## src/rtl/laplacian_five_point_stencil_top_macros.svh

```systemverilog
// Assertion macros shared by the five-point Laplacian stencil RTL.
// Included by the modules that carry concurrent checks; needs nothing else.
`ifndef LAPLACIAN_FIVE_POINT_STENCIL_TOP_MACROS_SVH
`define LAPLACIAN_FIVE_POINT_STENCIL_TOP_MACROS_SVH

// Condition that must hold at every edge outside reset.
`define LAP5_ASSERT_ALWAYS(label, clk, rst, cond, msg) \
  label: assert property (@(posedge clk) disable iff (rst) (cond)) else $error(msg);

// Same-cycle implication.
`define LAP5_ASSERT_IMPLY(label, clk, rst, ante, cons, msg) \
  label: assert property (@(posedge clk) disable iff (rst) (ante) |-> (cons)) else $error(msg);

// Next-cycle implication.
`define LAP5_ASSERT_NEXT(label, clk, rst, ante, cons, msg) \
  label: assert property (@(posedge clk) disable iff (rst) (ante) |=> (cons)) else $error(msg);

`endif

```

## src/rtl/lap5_pkg.sv

```systemverilog
// Shared types and constants for the five-point Laplacian stencil.
// No dependencies; used by every module of the block.
package lap5_pkg;

  localparam int VALUE_W          = 51;
  localparam int IDX_W            = 12;
  localparam int CFG_W            = 13;
  localparam int DIM_MIN          = 3;
  localparam int DIM_RESET        = 64;
  localparam int DEF_MAX_WIDTH    = 4096;
  localparam int DEF_MAX_HEIGHT   = 4096;
  localparam int DEF_SAMPLE_BITS  = 24;
  localparam int QDEPTH           = 8;
  localparam int QPTR_W           = $clog2(QDEPTH);
  localparam int QCNT_W           = $clog2(QDEPTH + 1);
  localparam int OUT_TDATA_W      = ((VALUE_W + 2 * IDX_W + 7) / 8) * 8;
  localparam int OUT_PAD_W        = OUT_TDATA_W - VALUE_W - 2 * IDX_W;

  typedef enum logic {
    REG_GRID_WIDTH  = 1'b0,
    REG_GRID_HEIGHT = 1'b1
  } cfg_reg_t;

  // Position and kind of the point released by an accepted sample.
  typedef struct packed {
    logic             valid;   // sample releases at least one result
    logic             border;  // released point lies on the grid border
    logic             two;     // last row: own border result follows
    logic [IDX_W-1:0] column;
    logic [IDX_W-1:0] row;     // row of the first released point
  } tap_t;

  // One queue entry: the results released by one sample.
  typedef struct packed {
    logic               two;
    logic [IDX_W-1:0]   column;
    logic [IDX_W-1:0]   row;
    logic [VALUE_W-1:0] value0;
    logic [VALUE_W-1:0] value1;
  } res_pair_t;

endpackage

```

## src/rtl/lap5_outq.sv

```systemverilog
// Result queue: holds result pairs and hands them out one transfer at a time.
// Depends on lap5_pkg and the assertion macro header.
`include "laplacian_five_point_stencil_top_macros.svh"
module lap5_outq (
  input  logic                               clk,
  input  logic                               rst,
  input  logic                               push,
  input  lap5_pkg::res_pair_t                pair,
  output logic [lap5_pkg::QCNT_W-1:0]        level,
  output logic                               m_axis_tvalid,
  input  logic                               m_axis_tready,
  // tdata, lowest bit up: value[50:0], column[62:51], row[74:63], zero pad
  output logic [lap5_pkg::OUT_TDATA_W-1:0]   m_axis_tdata,
  output logic                               m_axis_tlast
);
  import lap5_pkg::*;

  res_pair_t         q [QDEPTH];
  logic [QPTR_W-1:0] wptr, rptr;
  logic [QCNT_W-1:0] count;
  logic              half;    // first result of a two-result entry already sent
  logic              xfer, pop;
  res_pair_t         head;

  assign head          = q[rptr];
  assign xfer          = m_axis_tvalid && m_axis_tready;
  assign pop           = xfer && (!head.two || half);
  assign m_axis_tvalid = (count != '0);
  assign level         = count;

  always_comb begin
    m_axis_tdata = {{OUT_PAD_W{1'b0}},
                    half ? head.row + IDX_W'(1) : head.row,
                    head.column,
                    half ? head.value1 : head.value0};
    m_axis_tlast = head.two ? half : 1'b1;
  end

  always_ff @(posedge clk) begin
    if (push) begin
      q[wptr] <= pair;
    end
  end

  always_ff @(posedge clk) begin
    if (rst) begin
      wptr  <= '0;
      rptr  <= '0;
      count <= '0;
      half  <= 1'b0;
    end else begin
      if (push) begin
        wptr <= wptr + QPTR_W'(1);
      end
      if (pop) begin
        rptr <= rptr + QPTR_W'(1);
      end
      count <= count + QCNT_W'(push) - QCNT_W'(pop);
      if (pop) begin
        half <= 1'b0;
      end else if (xfer) begin
        half <= 1'b1;
      end
    end
  end

  `LAP5_ASSERT_ALWAYS(a_q_bound, clk, rst, count <= QCNT_W'(QDEPTH), "result queue overrun")
  `LAP5_ASSERT_NEXT(a_q_second, clk, rst, xfer && head.two && !half, m_axis_tvalid && half, "second result of a pair lost")

endmodule

```

## config.mk

```make
export PLATFORM = sky130hd
export DESIGN_NAME = lap5_outq
export DESIGN_NICKNAME = d
export VERILOG_FILES = /design/src/rtl/lap5_pkg.sv /design/src/rtl/lap5_outq.sv
export VERILOG_INCLUDE_DIRS = /design/src /design/src/rtl
export SDC_FILE = /design/constraint.sdc
export NUM_CORES = 1
export LEC_CHECK = 0
export BUFFER_PORTS_ARGS = -buffer_cell sky130_fd_sc_hd__buf_2
export CORE_AREA = 5 5 302 304
export CTS_CLUSTER_SIZE = 25
export DETAILED_ROUTE_END_ITERATION = 6
export DIE_AREA = 0 0 307 309
export HOLD_SLACK_MARGIN = 0.08
export PLACE_DENSITY = 0.63
export SLEW_MARGIN = 15
export SYNTH_ARGS = -nofsm -noshare
export SYNTH_HDL_FRONTEND = slang
export SYNTH_SLANG_ARGS = --single-unit
```

## constraint.sdc

```tcl
create_clock -name clk -period 9.3 [get_ports clk]
set_clock_uncertainty 0.1 [all_clocks]
set_input_delay 0.465 -clock clk [delete_from_list [all_inputs] [get_ports clk]]
set_output_delay 0.465 -clock clk [all_outputs]
set_load 0.05 [all_outputs]
```

* Yosys cells after proc, flatten, opt, wreduce, memory -nomap -nowiden *
Memories as Yosys holds them, arrays and structs flattened. A register that Yosys moved wholly into a read port is not among the register bits.
Index checks and enable logic that the tools add are counted.
W data, S select, Z words.

storage, ports and cells
  flip-flop bits (word level) = 11
  RAM bits = 1,016
  bits of input ports = 131
  output and inout port bits = 86
  memories kept = 1

operators by class
  $add $sub $neg = 5
  multiplexer cells = 7
  reductions and logical operators = 6

memory list
  memory  words  bits a word  rd ports  clocked after Yosys merged registers in  wr ports  line             source
  q       8      127          1         1                                        1         lap5_outq.sv:18  res_pair_t q [QDEPTH];

operator list
  operator                 number
  $mux W51                 1
  $add A12 B1 Y12 const B  1
  $mux W12                 1
  $add A3 B1 Y3 const B    2
  $mux W3                  2
  $add A4 B1 Y4            1
  $reduce_bool A4 Y1       1
  $sub A4 B1 Y4            1
  $mux W1                  3
  $logic_and A1 B1 Y1      2
  $reduce_or A2 Y1         1
  $logic_not A1 Y1         1
  $logic_or A1 B1 Y1       1

* Depth between registers and ports, before layout *
Gate-level depths: netlist of the first run.

  depth in word-level cells = 5
  gate-level depth with buffers = 12
  depth with buffers taken out = 12

* Worst setup path before layout of the first run *
OpenSTA, ideal clock, no wires.

  kind = input -> register
  from = in push
  to = mem q[0][0] (netlist name) (enable)
  setup time = 0.769 ns
  arrival = 9.132 ns
  required time = 8.431 ns
  slack = -0.700 ns
  stages = 2
  cell sequence = nand2b_1 nor3_1

on the way
  word-level cells in the longest chain between the ends = 2

RTL lines
  what                           line             source
  start, declared                lap5_outq.sv:7   input logic push,
  $mux W1                        lap5_outq.sv:40  if (push) begin
  $mux W1 (not written as such)  lap5_outq.sv:41  q[wptr] <= pair;
  end, declared                  lap5_outq.sv:18

No other way between the ends.

==> impl_metrics.env, run 1 <==
export IMPL_postPlaceCellArea_um2=41500
export IMPL_first_global_vias=19200
export IMPL_p_per_area_nw_per_um2=250
export IMPL_vias=17400
export IMPL_reg2regPathDepth=11
export IMPL_drtIter0Drc=1282
export IMPL_rsz0062_at_grt="no"
export IMPL_hold_path_class="in -> reg"
export IMPL_cts_num_sinks=1030
export IMPL_path_buf_inv=3
export IMPL_avgSynthCellArea_um2=25.4
export IMPL_cts_tree="built"
export IMPL_worstReg2RegEnd="level[2]"
export IMPL_post_drt_wl_per_cell_um=25.0
export IMPL_cp_arrival_ns=4.67
export IMPL_antenna_found_initial=11
export IMPL_cts_root_buf="clkbuf_16"
export IMPL_fmax_mhz=191
export IMPL_crit_path_top_delay_cell="dfxtp_4"
export IMPL_cap_violations=0
export IMPL_max_stage_delay_ns=0.90
export IMPL_critPathLaunchType="register"
export IMPL_die_x_um=307
export IMPL_ys_seq_elements=1030
export IMPL_synth_edff_count=1016
export IMPL_io_pins=217
export IMPL_reg2reg_slack_ns=5.47
export IMPL_final_area_um2=46200
export IMPL_portBuffers=211
export IMPL_die_h_um=309
export IMPL_dpl_hpwl_um=41400
export IMPL_grtUsageTotal_pct=17.0
export IMPL_synthCells=1542
export IMPL_setup_viol=0
export IMPL_grt_first_pass_wirelength_um=122000
export IMPL_hold_viol_final=0
export IMPL_cellLeakagePower_nw=14.5
export IMPL_ys_warn_count=0
export IMPL_drc=0
export IMPL_fin_setup_tns_ns=0
export IMPL_cp_depth=5
export IMPL_fillers=6752
export IMPL_coreArea_um2=88000
export IMPL_worstPathCellList="buf_4 > buf_4 > mux4_2 > mux4_2 > buf_2"
export IMPL_tightest_slew_ns=1.09
export IMPL_drt_wl_total_um=80100
export IMPL_crit_end="m_axis_tdata[27]"
export IMPL_maxSlewViolCount=0
export IMPL_worstPathRequired_ns=8.74
export IMPL_syn2layout_area_growth_pct=17.8
export IMPL_synthArstFlopShare_pct=0
export IMPL_start_util_pct=44.6
export IMPL_crit_fanout=67
export IMPL_crit_family="buffers and inverters"
export IMPL_synth_area_um2=39200
export IMPL_ys_types=38
export IMPL_fin_crit_ns=5.24
export IMPL_clk_latency_ns=0.68
export IMPL_final_layout_size_suffix_gt1_share_pct=35.8
export IMPL_maxSlewHeadroom_pct=27.6
export IMPL_ys_seq_area_share_pct=78.5
export IMPL_grt_overflow=0
export IMPL_synth_top_flop_cell="edfxtp_1"
export IMPL_first_pass_iters=5
export IMPL_peakVddDrop_v=0.000206
export IMPL_place_gp_congestion=0.715
export IMPL_grt_start_max_net_pins=128
export IMPL_fin_crit_sh_pct=56.3
export IMPL_htree_levels=3
export IMPL_post_cts_buffers=0
export IMPL_path_clk_slew_ns=0.06
export IMPL_clockBufferDepth=3
export IMPL_die_area_um2=94900
export IMPL_crit_type="reg -> out"
export IMPL_std_cell_rows=109
export IMPL_status="complete, no violations"
export IMPL_cts_buffers=105
export IMPL_antenna_left=0
export IMPL_place_inst=2870
export IMPL_viasPerCell=5.43
export IMPL_stdcell_count=3202
export IMPL_endpoint_kind="output port"
export IMPL_fin_nets=2081
[through the flow]
stage	utilization (%)	setup slack [ns]	hold slack, ns	power [mW]
2_1_floorplan	-	2.71	0.392	7.14
3_5_place_dp	47.2	4.73	0.419	7.58
6_report	52.5	4.06	0.213	11.5
4_1_cts	52.5	3.96	0.170	11.7
3_3_place_gp	47.2	4.77	0.415	7.55
5_1_grt	52.5	3.76	0.202	12.0
[registers in the layout, indices dropped and copies added, names as in the netlist, named ones only]
signal and flops:
rptr 3, wptr 3, half 1, q 1016, level 4
[cell usage in the layout (no fill, tap or decap), drive strengths merged, types with 5 or more instances in the layout]
cell type,instances
nor2,18
dlygate4sd3,129
diode,8
dfxtp,14
nor3,6
nand2,11
xor2,9
conb,5
clkbuf,135
buf,237
edfxtp,1016
mux4,302
inv,13
ha,8
bufinv,7
mux2i,11
clkinv,45
mux2,20
xnor2,7
[Yosys cell counts, types with 3 or more instances]
cell      number  area share (%)
buf_2         36            0.46
buf_4         14            0.27
buf_6         21            0.60
clkbuf_1       7           0.067
dfxtp_1       14            0.71
edfxtp_1    1016              78
ha_1           8            0.26
inv_1          8           0.077
mux2_2        20            0.57
mux2i_1       10            0.26
mux4_2       302              17
nand2_1       11            0.11
nand2b_1       3           0.048
nor2_1        18            0.17
nor2b_1        4           0.064
nor3_1         6           0.077
xnor2_1        7            0.16
xor2_1         9            0.20
[tightest hold or removal path: cells and delay by family]
| family | cells | cell delay, ns |
|---|---|---|
| compound gates | 1 | 0.15 |
| simple gates | 2 | 0.25 |
| buf+inv | 1 | 0.08 |
[where the power goes]
group          total (mW)  leakage [nW]  switching, mW  internal, mW
combinational        2.15          3.49           1.25         0.896
sequential           5.34          9.35          0.109          5.24
clock                4.03          1.62           1.71          2.32
[how the worst min path moves through the flow]
stage / startpoint / endpoint / slack, ns / depth (start not counted)
final: m_axis_tready / half / 0.21 / 4
after global routing: m_axis_tready / half / 0.20 / 4
after CTS: m_axis_tready / half / 0.17 / 4
after detailed placement: rptr[1] / register / 0.42 / 2
after global placement: wptr[2] / wptr[2] / 0.41 / 2
after floorplan: rptr[1] / register / 0.39 / 2
[per-layer routing]
| layer | share of wire (%) | up-vias | global-route usage (%) |
|---|---|---|---|
| li1 | - | 7501 | - |
| met1 | 43 | 9363 | 23.6 |
| met2 | 49 | 434 | 27.9 |
| met3 | 5.8 | 98 | 3.81 |
| met4 | 1.8 | 6 | 4.34 |
| met5 | 0.049 | - | 0 |
[layout make-up]
class                      count  area (µm²)  share of cell area [%]
inverter                       9        33.8                  0.0732
clock inverter                60         561                    1.21
sequential                  1030       30800                    66.7
antenna                        8        20.0                  0.0434
tap                         1165        1460                    3.16
multi-input combinational    429        7910                    17.1
timing repair buffer         366        2590                    5.62
clock buffer                 135        2780                    6.02
[repair_timing]
item	in CTS	in global routing
endpoints found under the hold margin	1030	0
gates resized for setup	0	0
hold buffers	129	0
[cells by family after synthesis]
family	Yosys count	share of synthesized area, %
muxes	333	18.2
DFF	1030	78.5
and+or+nand+nor	56	0.811
AOI/OAI and AO/OA	10	0.275
adders and majority gates	9	0.306
buffers and inverters	87	1.48
other	1	0.00957
xor gates and xnor gates	16	0.357
Power figures use the tool's default switching activity.
==> run 2: changes to the inputs <==
==> constraint.sdc (replaced) <==
create_clock -name clk -period 4.7 [get_ports clk]
set_clock_uncertainty 0.1 [all_clocks]
set_input_delay 0.235 -clock clk [delete_from_list [all_inputs] [get_ports clk]]
set_output_delay 0.235 -clock clk [all_outputs]
set_load 0.05 [all_outputs]
==> run 2 against run 1 <==
Die area unchanged. Global-route usage down 0.23 points. Sequential cell count unchanged. Clock power rose by 93%. Final area rose by 0.12%. Cell count down 0.37%. First-iteration DRC count is 0.78% lower. Worst setup slack lost 3.3 ns. Register-to-register slack got worse by 4.1 ns. Wire length is 1.1% lower. Combinational power increased by 100%. Critical endpoint is now m_axis_tdata[71]. Largest cell class unchanged. Largest power group unchanged. Highest routed layer unchanged.
==> impl_metrics.env, run 2 (synthesis gave the netlist of run 1 again) <==
export IMPL_whs_ns=0.273
export IMPL_cts_num_sinks=1030
export IMPL_die_h_um=309
export IMPL_first_pass_iters=5
export IMPL_layout_commonest_cell="edfxtp_1"
export IMPL_cts_buffers=103
export IMPL_first_global_vias=19100
export IMPL_fmax_mhz=255
export IMPL_worstReg2RegEnd="level[2]"
export IMPL_fin_nets=2081
export IMPL_cap_violations=0
export IMPL_drtIter0Drc=1272
export IMPL_htree_levels=3
export IMPL_place_gp_congestion=0.701
export IMPL_layout_common_cells="edfxtp_1, mux4_2, buf_2"
export IMPL_post_route_worst_setup_slack_ns=0.774
export IMPL_path_clk_slew_ns=0.06
export IMPL_postPlaceCellArea_um2=41700
export IMPL_grt_start_max_net_pins=127
export IMPL_status="complete, no violations"
export IMPL_antenna_left=0
export IMPL_final_layout_size_suffix_gt1_share_pct=35.7
export IMPL_crit_end="m_axis_tdata[71]"
export IMPL_syn2layout_area_growth_pct=17.9
export IMPL_worstPathRequired_ns=4.37
export IMPL_tightest_slew_ns=1.02
export IMPL_maxSlewHeadroom_pct=32.1
export IMPL_largest_reg_flops=1016
export IMPL_setup_viol=0
export IMPL_max_flop_register="q"
export IMPL_hold_viol_final=0
export IMPL_p_per_area_nw_per_um2=490
export IMPL_viasPerCell=5.46
export IMPL_grt_first_pass_wirelength_um=120000
export IMPL_die_area_um2=94900
export IMPL_maxSlewViolCount=0
export IMPL_cts_tree="built"
export IMPL_std_cell_rows=109
export IMPL_grt_overflow=0
export IMPL_cp_arrival_ns=3.59
export IMPL_cts_root_buf="clkbuf_16"
export IMPL_final_area_um2=46200
export IMPL_pre_cts_ws_ns=1.35
export IMPL_fin_crit_ns=3.93
export IMPL_reg2regPathDepth=10
export IMPL_post_drt_wl_per_cell_um=24.8
export IMPL_utilization_pct=52.5
export IMPL_antenna_found_initial=9
export IMPL_cellLeakagePower_nw=14.5
export IMPL_fin_crit_sh_pct=83.5
export IMPL_start_util_pct=44.6
export IMPL_dpl_hpwl_um=40400
export IMPL_fillers=6718
export IMPL_vias=17400
export IMPL_crit_type="reg -> out"
export IMPL_hp_start="pair[80]"
export IMPL_peakVddDrop_v=0.000429
export IMPL_hold_path_class="in -> reg"
export IMPL_drt_wl_total_um=79200
export IMPL_critPathLaunchType="register"
export IMPL_coreArea_um2=88000
export IMPL_multi_input_area_um2=7910
export IMPL_rsz0062_at_grt="no"
export IMPL_drc=0
export IMPL_grtUsageTotal_pct=16.8
export IMPL_portBuffers=211
export IMPL_io_pins=217
export IMPL_die_x_um=307
export IMPL_reg2reg_slack_ns=1.42
export IMPL_endpoint_kind="output port"
export IMPL_crit_fanout=52
export IMPL_seq_area_um2=30800
export IMPL_clk_latency_ns=0.66
export IMPL_postCtsResizedCells=0
export IMPL_clockBufferDepth=3
-- run 2: worst min path at each step --
stage,to,depth (start not counted)
final,q[4][80],2
after global routing,q[3][30],2
after CTS,q[7][10],2
after detailed placement,q[3][10],1
after global placement,q[0][115],1
after floorplan,half,1
-- run 2: cell type report --
cell class | instances | area share, %
inverters | 9 | 0.0731
clock buffers | 138 | 5.98
flip-flops and latches | 1030 | 66.7
well taps | 1165 | 3.15
repair buffers | 368 | 6.03
clock inverters | 44 | 0.958
diodes | 7 | 0.0379
multi-input cells | 429 | 17.1
-- run 2: worst max-delay path, cell delays in order (launching register included) --
cell     delay, ns
dfxtp_4       0.99
mux4_2        0.43
mux2i_2       0.43
inv_2         0.05
ha_1          0.19
nand2_1       0.09
inv_1         0.09
nand4_1       0.10
nor2_1        0.07
xor2_1        0.19
buf_2         0.29
-- run 2: what timing repair did --
action,4_1_cts,5_1_grt
endpoints found under the hold margin,1030,0
endpoints found under the setup margin,0,0
hold buffers,130,0
setup buffers,0,0
-- run 2: power by group --
part           internal, mW  total, mW  switching, mW
clock                  4.54       7.79           3.25
sequential             10.4       10.5          0.163
combinational          1.80       4.32           2.52
-- run 2: metrics by stage --
stage / power, mW / cells / TNS [ns]
2_1_floorplan: 14.1 / 1546 / -1732.69
3_3_place_gp: 15.0 / 2871 / 0
3_5_place_dp: 15.0 / 2871 / 0
4_1_cts: 23.0 / 3183 / 0
5_1_grt: 23.6 / 3185 / 0
6_report: 22.6 / 3190 / 0
-- run 2: layer usage --
metal  vias up  share of wire, %  track usage, %
met3       103               5.8            3.94
met2       400                50            28.0
met5         -             0.069               0
li1       7490                 -               -
met4         8               1.6            3.96
met1      9430                42            22.8
